--- src/hw/rtl/mis_pkg.sv ---
// ----------------------------------------------------------------------------
// mis_pkg: shared types and constants of the merge-insertion sorter
// Value width, default capacity and the per-cycle command that is sent to
// every cell of the insertion chain.
// ----------------------------------------------------------------------------
package mis_pkg;

	localparam int VALUE_W      = 31;
	localparam int CAPACITY_DEF = 64;

	typedef logic [VALUE_W-1:0] value_t;

	// Command broadcast to the chain in one cycle.
	typedef struct packed {
		logic   insert;   // place value into the ordered row
		logic   shift;    // move every entry one cell toward the head
		value_t value;    // value being inserted
	} cell_ctl_t;

endpackage

--- src/hw/rtl/mis_cell.sv ---
// ----------------------------------------------------------------------------
// mis_cell: one cell of the insertion chain
// Holds one value and its occupied bit. On insert it keeps its value, takes
// the new value, or takes its left neighbor's value; on shift it takes its
// right neighbor's entry.
// ----------------------------------------------------------------------------
module mis_cell (
	input  logic                        clk,
	input  logic                        arst_n,
	input  mis_pkg::cell_ctl_t          ctl,
	input  logic                        prev_occ,
	input  logic                        prev_gt,
	input  logic [mis_pkg::VALUE_W-1:0] prev_val,
	input  logic                        next_occ,
	input  logic [mis_pkg::VALUE_W-1:0] next_val,
	output logic                        occ,
	output logic                        gt,
	output logic [mis_pkg::VALUE_W-1:0] val
);
	import mis_pkg::*;

	logic   occ_q;
	value_t val_q;
	logic   take;

	assign gt   = occ_q && (val_q > ctl.value);
	// take a new entry when ours moves right or when this is the first free cell
	assign take = gt || (!occ_q && prev_occ);

	always_ff @(posedge clk or negedge arst_n) begin
		if (!arst_n) begin
			occ_q <= 1'b0;
		end else if (ctl.shift) begin
			occ_q <= next_occ;
		end else if (ctl.insert) begin
			occ_q <= occ_q | prev_occ;
		end
	end

	always_ff @(posedge clk) begin
		if (ctl.shift) begin
			val_q <= next_val;
		end else if (ctl.insert && take) begin
			val_q <= prev_gt ? prev_val : ctl.value;
		end
	end

	assign occ = occ_q;
	assign val = val_q;

endmodule

--- config.mk ---
export PLATFORM = sky130hd
export DESIGN_NAME = mis_cell
export DESIGN_NICKNAME = d
export VERILOG_FILES = /design/src/hw/rtl/mis_pkg.sv /design/src/hw/rtl/mis_cell.sv
export SDC_FILE = /design/constraint.sdc
export NUM_CORES = 1
export LEC_CHECK = 0
export ABC_AREA = 1
export BUFFER_PORTS_ARGS = -buffer_cell sky130_fd_sc_hd__buf_2
export CAP_MARGIN = 20
export CORE_UTILIZATION = 25
export CTS_BUF_LIST = sky130_fd_sc_hd__clkbuf_8
export DETAILED_ROUTE_END_ITERATION = 10
export PLACE_DENSITY = 0.48
export REMOVE_ABC_BUFFERS = 1
export SKIP_CTS_REPAIR_TIMING = 1
export SYNTH_ARGS = -nofsm -noshare
export SYNTH_HDL_FRONTEND = slang
export SYNTH_SLANG_ARGS = --single-unit
export TNS_END_PERCENT = 10
--- constraint.sdc ---
create_clock -name clk -period 3 [get_ports clk]
set_input_delay 0.6 -clock clk [delete_from_list [all_inputs] [get_ports clk]]
set_output_delay 0.6 -clock clk [all_outputs]
set_load 0.03 [all_outputs]
# Yosys cells after proc, flatten, opt, wreduce, memory -nomap -nowiden
# Index checks and enable logic that the tools add are counted.
# word_totals
register_bits	32
latchBits	0
ram_bits	0
rom_bits	0
inputBits	100
output_inout_bits	33
n_memories	0
# classes
n_addsub	0
mul	0
div	0
order_cmp	1
eq_ne	0
n_shift	0
muxes	5
n_bitwise	1
reduce_logical	7
# ops
cell	count
$mux W31	3
$gt A31 B31 Y1	1
$reduce_bool A2 Y1	2
$logic_and A1 B1 Y1	3
$mux W1	2
$logic_not A1 Y1	1
$logic_or A1 B1 Y1	1
$or A1 B1 Y1	1

# Depth between registers and ports, before layout
# logic_depth
word_depth	6
ltp_mapped	15
mapped_depth_nobuf	15

# Worst setup path after synthesis
# Ideal clock, no wire load.
# synth_path
kind	input-to-reg
from	input ctl[14] in the netlist's numbering
to	register val_q[0], in the netlist val[0], enable pin
setup_time_ps	388
arrival_ps	2276
required_time_ps	2612
slack_ps	336
stages	14
n_path_buf	0
cell_sequence	inv_1 -> ha_1 -> nand2_1 -> nor2_2 -> nand3_2 -> nor2_2 -> nand2_1 -> nand2_1 -> nand2_1 -> nand2_1 -> nand2_1 -> nand2_1 -> nand2_1 -> nand2_1
# synth_via
elab_chain_len	5
# synth_rtl
item	line_no	rtl
start, declared	mis_cell.sv:10	input mis_pkg::cell_ctl_t ctl,
$gt A31 B31 Y1	mis_cell.sv:26	assign gt = occ_q && (val_q > ctl.value);
$logic_and A1 B1 Y1	mis_cell.sv:26	
$logic_or A1 B1 Y1	mis_cell.sv:28	assign take = gt || (!occ_q && prev_occ);
$logic_and A1 B1 Y1	mis_cell.sv:43	end else if (ctl.insert && take) begin
$reduce_bool A2 Y1 (no source line)	--	
end signal, assigned	mis_cell.sv:42	val_q <= next_val;
end signal, assigned	mis_cell.sv:44	val_q <= prev_gt ? prev_val : ctl.value;
end, declared	mis_cell.sv:23	value_t val_q;
# Every way passes these cells.
# A chain may end at the register's enable or synchronous reset.

# Worst setup path in the final report
# layout_path
from	input ctl[14] in the netlist's numbering
to	output gt
# layout_via
elab_chain_len	2
# layout_rtl
item	line_no	rtl
$gt A31 B31 Y1	mis_cell.sv:26	
$logic_and A1 B1 Y1	mis_cell.sv:26	
end, declared	mis_cell.sv:17	output logic gt,
# Every way passes these cells.

==> impl_metrics.toml <==
[critical_path]
critPathRequiredTime_ps = 2400
r2r-start = "val[14]"
crit_chain = "buf_2 -> inv_1 -> ha_1 -> nand2_1 -> nor2_2 -> nand3_2 -> nor2_2 -> nand2_1 -> nand2_1 -> nand2_1 -> nand2_1 -> nand2_1 -> nor2_1 -> buf_2"
r2r_cells = 14
crit_family = "simple AND/OR/NAND/NOR gates"
arrival_ps = 2110
reg2reg_to = "val[3]"
endpoint_kind = "output pin"
crit_buf_inv = 3
crit_fanout = 2
r2r_setup_slack_ps = 750
path_class = "in -> out"
crit_top_cell = "nand2_1"
cp-start-kind = "primary input"
cpPeakStageDelay_ps = 280
crit_slowest_cell = "ha_1"

[power_and_ir_drop]
peakVddDrop_mv = 0.159
power_density_nw_per_um2 = 399
leakage_nw = 1.79

[cells_and_area]
utilization = 0.354
multi_input_area_um2 = 1360
drive_above_1_share = 0.351
final_area_um2 = 3490
seq_area_um2 = 956
diodes = 0
syn2layout_area_growth_pct = 36.3
n_fill_cell = 1085
nets = 572

[route]
drtIter0Drc = 53
detail-route-antenna-nets = 0
avgViaCountPerCell = 4.29
drc = 0
via_count = 2466
drt_wl_total_um = 6930
dr.pass1.iters = 4
wl_per_cell_um = 12.1

[die]
core_area_um2 = 9860
num_rows = 36
ioPinCount = 133
die_h_um = 103
fp.dieArea_um2 = 10600
die_w_um = 103
start_util = 0.259

[sta]
setup_viol = 0
grt_setup_unrepaired = "false"
fin_skew_ps = 4.36
fin_tns_setup_ps = 0
timing_hold_violations_final = 0
worst_pin_slew_ps = 685
layout_min_cycle_time_ps = 2710
worst_slew_margin_rel = 0.543
slew_viol_final = 0
fmax_ghz = 0.369
period_share = 0.903

[clock_network]
clock_latency_ps = 280
h-tree-depth = 2
cts_made_buffers = 5
cts_tree = "done"
path_clk_slew_ps = 70
cts.sinks = 32
clockBufferDepth = 2
root_buffer = "clkbuf_8"

[yosys]
synthTopCellsByArea = "edfxtp_1, ha_1, nand2_1"
synth_common_cells = "nand2_1, inv_1, edfxtp_1, ha_1"
synth_ff_type = "edfxtp_1"
synth.yosys.seq_area_share = 0.374
avgSynthCellArea_um2 = 8.25
synthArstFlopShare = 0.0313
syn_inst = 310
yosys_warnings = 0
synth_top_area_frac = 0.364
synth_most_common_cell = "nand2_1"
synth_edf_count = 31
synth_area_um2 = 2560
yosys.area.top_type = "edfxtp_1"
synth.distinct_cells = 21
synth_seq_cells = 32

[placement]
dpl-instance-area_um2 = 3380
port_buffers = 132
place_congestion = 0.712
place_hpwl_um = 5530

[min_path]
hp-class = "in -> async"

[global_route]
grt_pass1_vias = 2420
grt_start_max_net_pins = 61
grt-ovfl-total = 0
grt_pass1_wl_um = 10700
antenna_found_initial = 0
grt_use_total = 0.133

[run]
drv_cap = 0

[outcome]
outcome = "finished, final reports clean"
-- layout make-up --
cell class                 instances  area share
tap                              133      0.0477
multi-input combinational        212       0.389
sequential                        32       0.274
inverter                          53      0.0571
clock inverter                     3     0.00323
clock buffer                       5      0.0197
timing repair buffer             137       0.210
-- how the worst max path moves through the flow --
stage                        from      to  slack [ps]  depth (start not counted)
final                     ctl[14]      gt         290                         14
after global placement    ctl[14]      gt         260                         14
after CTS                 ctl[14]      gt         250                         14
after global routing      val[14]      gt          70                         12
after floorplan           ctl[14]  val[0]         340                         14
after detailed placement  ctl[14]      gt         250                         14
-- layout by cell type (no fill, tap or decap), types with 6 or more instances in the layout --
cell,instances
buf_2,132
nand2_1,81
inv_1,48
ha_1,31
edfxtp_1,31
o211ai_1,28
o21a_1,28
a21oi_1,17
nor2_1,10
inv_2,6
-- sequential cells by signal (all words and copies together) (netlist names) --
register / flops
occ: 1
val: 31
-- layer usage --
layer / GRT usage / wire length [µm]
met2: 0.235 / 3280
met4: 0.0325 / 50
met5: 0 / 0
met1: 0.160 / 3150
met3: 0.0373 / 456
-- stage by stage --
stage,instances,hold slack [ps],setup WS [ps],total power (W)
floorplan,297,304,336,0.000888
global placement,566,376,255,0.00107
detailed placement,566,379,252,0.00108
CTS,574,62.7,246,0.00142
global route,575,56.5,73.6,0.00150
finish,575,76.5,292,0.00139
-- kinds of logic after synthesis --
family | synth area share
compound gates | 0.205
fa+ha+maj | 0.152
buf+inv | 0.0978
flops | 0.374
simple gates | 0.172
-- power breakdown --
part / internal, W / leakage [nW] / switching [W]
Combinational: 0.000191 / 1.43 / 0.000299
Clock: 0.000155 / 0.0482 / 0.000172
Sequential: 0.000550 / 0.316 / 0.0000239
Total: 0.000896 / 1.79 / 0.000495
No activity file was read; power rests on OpenSTA's default activity.
